===== src/i2cmbe_pkg.sv =====
// Shared types, constants and helpers for the I2C master line sequencer.
package i2cmbe_pkg;

    // Command codes carried in the operation field
    typedef enum logic [2:0] {
        OP_NONE  = 3'd0,
        OP_START = 3'd1,
        OP_STOP  = 3'd2,
        OP_SEND  = 3'd3,
        OP_READ  = 3'd4,
        OP_SACK  = 3'd5,
        OP_RACK  = 3'd6
    } t_op;

    localparam int unsigned PHASE_W = 5;
    localparam int unsigned BIT_W   = 3;
    localparam logic [7:0]  MSB_MASK = 8'h80;

    // One result transaction, as driven on the master side
    typedef struct packed {
        logic       ack_in;
        logic [7:0] rx_byte;
        logic       done_res;
        logic       busy_res;
        logic       sda_level;
        logic       scl_level;
    } t_result;

    // Number of line phases a command occupies
    function automatic logic [PHASE_W-1:0] op_length(input t_op op);
        logic [PHASE_W-1:0] len;
        case (op)
            OP_START: len = 5'd4;
            OP_STOP:  len = 5'd3;
            OP_SEND:  len = 5'd24;
            OP_READ:  len = 5'd17;
            OP_SACK:  len = 5'd3;
            OP_RACK:  len = 5'd3;
            default:  len = 5'd0;
        endcase
        return len;
    endfunction

endpackage


===== src/i2cmbe_seq.sv =====
// Command sequencer: holds the line state and advances one phase per tick.
module i2cmbe_seq
    import i2cmbe_pkg::*;
(
    input  logic       i_clk,
    input  logic       i_rst_n,
    input  logic       i_step,
    input  logic [2:0] i_operation,
    input  logic [7:0] i_tx_byte,
    input  logic       i_ack_out,
    input  logic       i_sda_in,
    output t_result    o_result
);

    t_op                r_cmd, n_cmd;
    logic [PHASE_W-1:0] r_phase, n_phase;
    logic [7:0]         r_shift, n_shift;
    logic               r_ack_seen, n_ack_seen;
    logic               r_scl, n_scl;
    logic               r_sda, n_sda;
    logic [7:0]         r_tx_hold, n_tx_hold;
    logic               r_ack_hold, n_ack_hold;

    logic               launch;
    t_op                cur_cmd;
    logic [PHASE_W-1:0] cur_phase;
    logic [PHASE_W-1:0] phase_inc;
    logic               done;
    logic [8:0]         send_prod;
    logic [BIT_W-1:0]   send_bit;
    logic [PHASE_W-1:0] send_sub;
    logic [PHASE_W-1:0] read_p;
    logic [BIT_W-1:0]   read_bit;
    logic [7:0]         shift_base;

    // A new command is taken only when idle; the undefined code counts as none
    assign launch    = (r_cmd == OP_NONE) && (i_operation >= OP_START) &&
                       (i_operation <= OP_RACK);
    assign cur_cmd   = launch ? t_op'(i_operation) : r_cmd;
    assign cur_phase = launch ? '0 : r_phase;
    assign phase_inc = cur_phase + 5'd1;

    // Next command state and phase counter
    always_comb begin
        n_cmd   = cur_cmd;
        n_phase = cur_phase;
        done    = 1'b0;
        if (cur_cmd != OP_NONE) begin
            n_phase = phase_inc;
            if (phase_inc >= op_length(cur_cmd)) begin
                n_cmd   = OP_NONE;
                n_phase = '0;
                done    = 1'b1;
            end
        end
    end

    // Send byte: bit = phase / 3 via multiply by 11 and shift by 5 (exact below 24)
    assign send_prod = {4'd0, cur_phase} * 9'd11;
    assign send_bit  = send_prod[7:5];
    assign send_sub  = cur_phase - ({2'd0, send_bit} + {1'b0, send_bit, 1'b0});
    // Read byte: bit pairs after the SDA release phase
    assign read_p    = cur_phase - 5'd1;
    assign read_bit  = read_p[BIT_W:1];
    assign shift_base = (launch && (cur_cmd == OP_READ)) ? 8'd0 : r_shift;

    // Line drive and capture for the current phase
    always_comb begin
        n_scl      = r_scl;
        n_sda      = r_sda;
        n_shift    = shift_base;
        n_ack_seen = r_ack_seen;
        n_tx_hold  = launch ? i_tx_byte : r_tx_hold;
        n_ack_hold = launch ? i_ack_out : r_ack_hold;
        case (cur_cmd)
            OP_START: begin
                case (cur_phase)
                    5'd0:    n_sda = 1'b1;
                    5'd1:    n_scl = 1'b1;
                    5'd2:    n_sda = 1'b0;
                    default: n_scl = 1'b0;
                endcase
            end
            OP_STOP: begin
                case (cur_phase)
                    5'd0:    n_sda = 1'b0;
                    5'd1:    n_scl = 1'b1;
                    default: n_sda = 1'b1;
                endcase
            end
            OP_SEND: begin
                case (send_sub)
                    5'd0:    n_sda = |(n_tx_hold & (MSB_MASK >> send_bit));
                    5'd1:    n_scl = 1'b1;
                    default: n_scl = 1'b0;
                endcase
            end
            OP_READ: begin
                if (cur_phase == 5'd0) begin
                    n_sda = 1'b1;
                end else if (!read_p[0]) begin
                    n_scl = 1'b1;
                    if (i_sda_in) begin
                        n_shift = shift_base | (MSB_MASK >> read_bit);
                    end
                end else begin
                    n_scl = 1'b0;
                end
            end
            OP_SACK: begin
                case (cur_phase)
                    5'd0:    n_sda = n_ack_hold;
                    5'd1:    n_scl = 1'b1;
                    default: n_scl = 1'b0;
                endcase
            end
            OP_RACK: begin
                case (cur_phase)
                    5'd0: n_sda = 1'b1;
                    5'd1: begin
                        n_scl      = 1'b1;
                        n_ack_seen = i_sda_in;
                    end
                    default: n_scl = 1'b0;
                endcase
            end
            default: ;
        endcase
    end

    // State registers advance once per accepted tick
    always_ff @(posedge i_clk) begin
        if (!i_rst_n) begin
            r_cmd      <= OP_NONE;
            r_phase    <= '0;
            r_shift    <= '0;
            r_ack_seen <= 1'b1;
            r_scl      <= 1'b1;
            r_sda      <= 1'b1;
            r_tx_hold  <= '0;
            r_ack_hold <= 1'b0;
        end else if (i_step) begin
            r_cmd      <= n_cmd;
            r_phase    <= n_phase;
            r_shift    <= n_shift;
            r_ack_seen <= n_ack_seen;
            r_scl      <= n_scl;
            r_sda      <= n_sda;
            r_tx_hold  <= n_tx_hold;
            r_ack_hold <= n_ack_hold;
        end
    end

    // Result of this tick, from the next state
    always_comb begin
        o_result.scl_level = n_scl;
        o_result.sda_level = n_sda;
        o_result.busy_res  = (n_cmd != OP_NONE);
        o_result.done_res  = done;
        o_result.rx_byte   = n_shift;
        o_result.ack_in    = n_ack_seen;
    end

endmodule


===== src/i2c_master_bit_engine_core.sv =====
// A result is registered and appears on the master side in the cycle after its tick
// is accepted. Throughput: one tick per cycle unless a result stalls; the output
// register refills in the cycle it is taken. The sequencer state advances one line
// phase per accepted tick. Reset (synchronous, active low): idle, lines released,
// rx byte 0, ack seen 1, output register empty.
module i2c_master_bit_engine_core
    import i2cmbe_pkg::*;
(
    input  logic        i_clk,
    input  logic        i_rst_n,
    input  logic        s_axis_tvalid,
    output logic        s_axis_tready,
    // operation[2:0], tx_byte[10:3], ack_out[11], sda_in[12], zero[15:13]
    input  logic [15:0] s_axis_tdata,
    output logic        m_axis_tvalid,
    input  logic        m_axis_tready,
    // scl_level[0], sda_level[1], busy_res[2], done_res[3], rx_byte[11:4],
    // ack_in[12], zero[15:13]
    output logic [15:0] m_axis_tdata
);

    logic    step;
    t_result res;
    logic    r_out_valid;
    t_result r_out;

    // Take a tick whenever the output register is free or being drained
    assign s_axis_tready = !r_out_valid || m_axis_tready;
    assign step          = s_axis_tvalid && s_axis_tready;

    i2cmbe_seq u_seq (
        .i_clk       (i_clk),
        .i_rst_n     (i_rst_n),
        .i_step      (step),
        .i_operation (s_axis_tdata[2:0]),
        .i_tx_byte   (s_axis_tdata[10:3]),
        .i_ack_out   (s_axis_tdata[11]),
        .i_sda_in    (s_axis_tdata[12]),
        .o_result    (res)
    );

    // Output register
    always_ff @(posedge i_clk) begin
        if (!i_rst_n) begin
            r_out_valid <= 1'b0;
        end else if (s_axis_tready) begin
            r_out_valid <= s_axis_tvalid;
        end
    end

    always_ff @(posedge i_clk) begin
        if (step) begin
            r_out <= res;
        end
    end

    assign m_axis_tvalid = r_out_valid;
    assign m_axis_tdata  = {3'd0, r_out.ack_in, r_out.rx_byte, r_out.done_res,
                            r_out.busy_res, r_out.sda_level, r_out.scl_level};

endmodule


===== config.mk =====
export PLATFORM = sky130hd
export DESIGN_NAME = i2c_master_bit_engine_core
export DESIGN_NICKNAME = d
export VERILOG_FILES = /design/src/i2cmbe_pkg.sv /design/src/i2cmbe_seq.sv /design/src/i2c_master_bit_engine_core.sv
export SDC_FILE = /design/constraint.sdc
export NUM_CORES = 1
export LEC_CHECK = 0
export BUFFER_PORTS_ARGS = -buffer_cell sky130_fd_sc_hd__buf_2
export CORE_ASPECT_RATIO = 1.25
export CORE_UTILIZATION = 40
export CTS_CLUSTER_DIAMETER = 100
export DETAILED_ROUTE_END_ITERATION = 10
export GPL_TIMING_DRIVEN = 0
export PLACE_DENSITY_LB_ADDON = 0.1
export RECOVER_POWER = 25
export SETUP_SLACK_MARGIN = 0.15
export SYNTH_ARGS = -nofsm -noshare
export SYNTH_HDL_FRONTEND = slang
export SYNTH_SLANG_ARGS = --single-unit

===== constraint.sdc =====
create_clock -name i_clk -period 5.8 [get_ports i_clk]
set_input_delay 1.16 -clock i_clk [delete_from_list [all_inputs] [get_ports i_clk]]
set_output_delay 1.16 -clock i_clk [all_outputs]
set_load 0.01 [all_outputs]

==> out/results.md <==
• completed — outcome
• 452 — number of nets in the final layout
• 91.8% — period utilization
• 0 — hold buffer count at cts
• 0.30 ns — insertion delay of the later-clocked pin in the worst-skew pair
• 14.6% — share of cells above drive strength 1
• 932 uW — Final Power
• 0 — initial antenna violation count
• 8.40 um2 — mean instance size in the synthesized netlist
• false — setup repair after global routing missed its margin
• 13.0% — layout overhead on the synthesized area
• sky130_fd_sc_hd__dfxtp_1 — Most used DFF post-synth
• 0.09 ns — clock transition at the registers of the reported paths
• 13500 um — global-route wire length before repair
• 0 — number of routed nets with antenna violations
• 31.1% — sequential cell area fraction in the yosys report
• 0.129 mV — IR drop worst, VDD
• 2660 — vias in the first global route
• 18.6% — area share of the leading cell type in the synthesized netlist
• 0 — sum of overflow across all layers after global routing
• 0 — Setup Viol. Count Final
• 40 x sky130_fd_sc_hd__nand2_1, 29 x sky130_fd_sc_hd__nor2_1, 29 x sky130_fd_sc_hd__dfxtp_1 — most frequent cells in the layout
• 9.07% — Adder-Cell Fraction of Synth Area
• 22.0% — total global routing track utilization
• 0% — Synth async-reset ratio
• 0 — max-capacitance violation count
• 5.96 ns — worst endpoint required time
• 13.9% — worst rel slew slack
• 5.32 ns — crit path time final
• sky130_fd_sc_hd__or3_1 — Worst path slowest cell
• 0.00370 ns — Max Clock Skew
• 0 — Antenna Cells
• 42 — synthesized flop and latch total
• 0 — Remaining DRCs
• 0 — Post-CTS Setup Bufs
• 47.3% — post-layout utilization of the core
• 2 — maximum level of the CTS H-tree
• 6290 um — post-detail-place hpwl
• 4 — Pre-Repair DR Iteration Count
• in2reg — worst setup path category
• 13 — number of enable flip-flop cells after synthesis
• 41.9% — starting density of the core
• 23 — largest net degree at the start of global routing
• 0 — final count of hold timing violations
• reg2reg — type of the worst min-delay path
• 8150 um2 — Die Outline Area
• 0 — number of warnings reported in the yosys synthesis log
• compound AO/OA/AOI/OAI gates — dominant combinational cell family by area after synthesis
• 16.5 um — mean routed wirelength per cell
• primary input — element type at the critical path start
• 2.25% — mux share of post-synthesis cell area
• sky130_fd_sc_hd__dfxtp_1 — area leader, netlist
• 6 — highest fanout seen on the critical path
• sky130_fd_sc_hd__dfxtp_1 19%, sky130_fd_sc_hd__edfxtp_1 13%, sky130_fd_sc_hd__ha_1 8.4%, sky130_fd_sc_hd__nand2_1 4.8%, sky130_fd_sc_hd__a21oi_1 4.3% — main area contributors after synthesis
• flip-flop — CP Capture Type
• 0.47 ns — maximum single-stage delay on the critical path
• 371 — Post-Syn Instances
• 27.0% — Compound-Gate Fraction of Synth Area
• buf_2 > or3_1 > nand3_2 > nand2_1 > inv_2 > ha_1 > fa_1 > ha_1 > a21oi_1 > and2_4 > inv_1 > a21oi_1 > xnor2_1 > ha_1 > xnor2_2 > nand3b_1 > a2bb2oi_1 > a2111oi_1 > a311oi_1 — ordered cell list for the critical path
• 0 — number of slew-limit violations in the final report
• 66 — number of distinct standard cells referenced by the synthesized netlist
• 101 um — height of the die
• 8300 um — Routed Wire Length
• 5.52 — Vias per Instance
• sky130_fd_sc_hd__nand2_1 — most common library cell in the layout ignoring fill and taps
• 1.49 nW — P_leak
• 5.49 ns — Arr. time, crit path
• yes — CTS tree
• 5 — cts bufs inserted
• 35 — row count
• 188 MHz — Max Fclk
• 265 nW/um2 — power density over cell area
• 7440 um2 — area of the core
• 0.882 — placer's final routability congestion estimate
• 3120 um2 — area of the mapped netlist
• 105 — 1st-iter DRT viols
• 1.29 ns — transition at the pin with the smallest max-transition slack
• 5.02% — post-synthesis share of cell area spent on xor and xnor gates
• sky130_fd_sc_hd__ha_1 — Crit path top cell by count
• 38 — number of top-level pins
• 30 — count of input and output buffers
• 81.0 um — width of the die
• 0.478 ns — fin worst setup slack
• 2778 — Via Count
• sky130_fd_sc_hd__clkbuf_8 — root buffer cell
• 19.2% — post-synthesis share of cell area spent on and, or, nand and nor gates
• 42 — clock sinks
• -0.0328 ns — Place WS
• 2 — Clock Tree Buf Depth
critical path, delay by kind of cell:
family	cells	cell delay [ns]
fa+ha+maj	4	1.34
simple gates	5	1.21
xor+xnor	2	0.36
compound gates	5	1.06
buf+inv	3	0.36
worst paths after layout:
path | startpoint | end | slack (ns) | depth (start not counted)
hold / removal | u_seq.r_ack_hold$_SDFFE_PN0P_ | u_seq.r_ack_hold$_SDFFE_PN0P_ | 0.48 | 2
setup / recovery | s_axis_tdata[1] | u_seq.r_sda$_SDFFE_PN1P_ | 0.48 | 19
setup reg to reg | u_seq.r_cmd[0]$_SDFFE_PN0P_ | u_seq.r_sda$_SDFFE_PN1P_ | 1.05 | 18
hold reg to reg | u_seq.r_ack_hold$_SDFFE_PN0P_ | u_seq.r_ack_hold$_SDFFE_PN0P_ | 0.48 | 2
where the power goes:
group	switching [mW]	leakage [nW]	total, mW	internal, mW
combinational	0.177	1.06	0.294	0.117
sequential	0.0199	0.366	0.356	0.336
clock	0.111	0.0658	0.282	0.171
flip-flops by register name, indices dropped and copies added, names as in the netlist:
| signal | flops |
|---|---|
| u_seq.r_shift | 8 |
| u_seq.r_phase | 5 |
| u_seq.r_scl | 1 |
| u_seq.r_sda | 1 |
| u_seq.r_ack_seen | 1 |
| u_seq.r_tx_hold | 8 |
| m_axis_tdata | 13 |
| u_seq.r_cmd | 3 |
| m_axis_tvalid | 1 |
| u_seq.r_ack_hold | 1 |
cell families (layout without fill, tap and decap cells):
kind of cell	after synthesis	count (layout)
compound gates	121	121
simple gates	116	116
buf+inv	46	84
flops	42	42
fa+ha+maj	22	22
xor+xnor	17	17
mux	6	6
other cells	1	3
per-layer routing:
metal	GRT usage (%)	vias to the layer above	routed length, um	share of wire (%)
li1	-	1412	-	-
met1	26.5	1295	3480	42
met2	39.6	62	4310	52
met3	3.53	9	396	4.8
met4	5.91	0	104	1.3
met5	0	-	0	0
layout make-up:
type | instances | area (um2)
sequential | 42 | 971
tap | 92 | 115
timing repair buffer | 30 | 133
multi-input combinational | 285 | 1980
clock inverter | 3 | 63.8
buffer | 23 | 110
fill | 767 | 3920
clock buffer | 5 | 68.8
inverter | 23 | 86.3
per-stage QoR:
stage / area, um2 / setup TNS, ns / hold WS (ns) / std cells
after global placement: 3390 / -0.0141 / 0.458 / 495
after detailed placement: 3390 / -0.0328 / 0.465 / 495
final: 3520 / 0 / 0.478 / 503
after floorplan: 3130 / 0 / 0.441 / 373
after global routing: 3520 / 0 / 0.506 / 503
after CTS: 3520 / 0 / 0.478 / 503
synth_stat cells, drive strengths merged, types with 7 or more instances:
cell type / n
nand4: 7
nand2: 40
dfxtp: 29
buf: 10
xnor2: 14
o21ba: 8
ha: 21
clkbuf: 13
and2: 7
nor2: 29
a22o: 8
a21oi: 27
edfxtp: 13
nor3: 8
o21ai: 28
a31oi: 7
inv: 23
what timing repair did:
action,4_1_cts,5_1_grt
resized for setup,0,8
endpoints found under the setup margin,0,4
hold endpoints to repair,0,0
(Power assumes the default switching activity.)
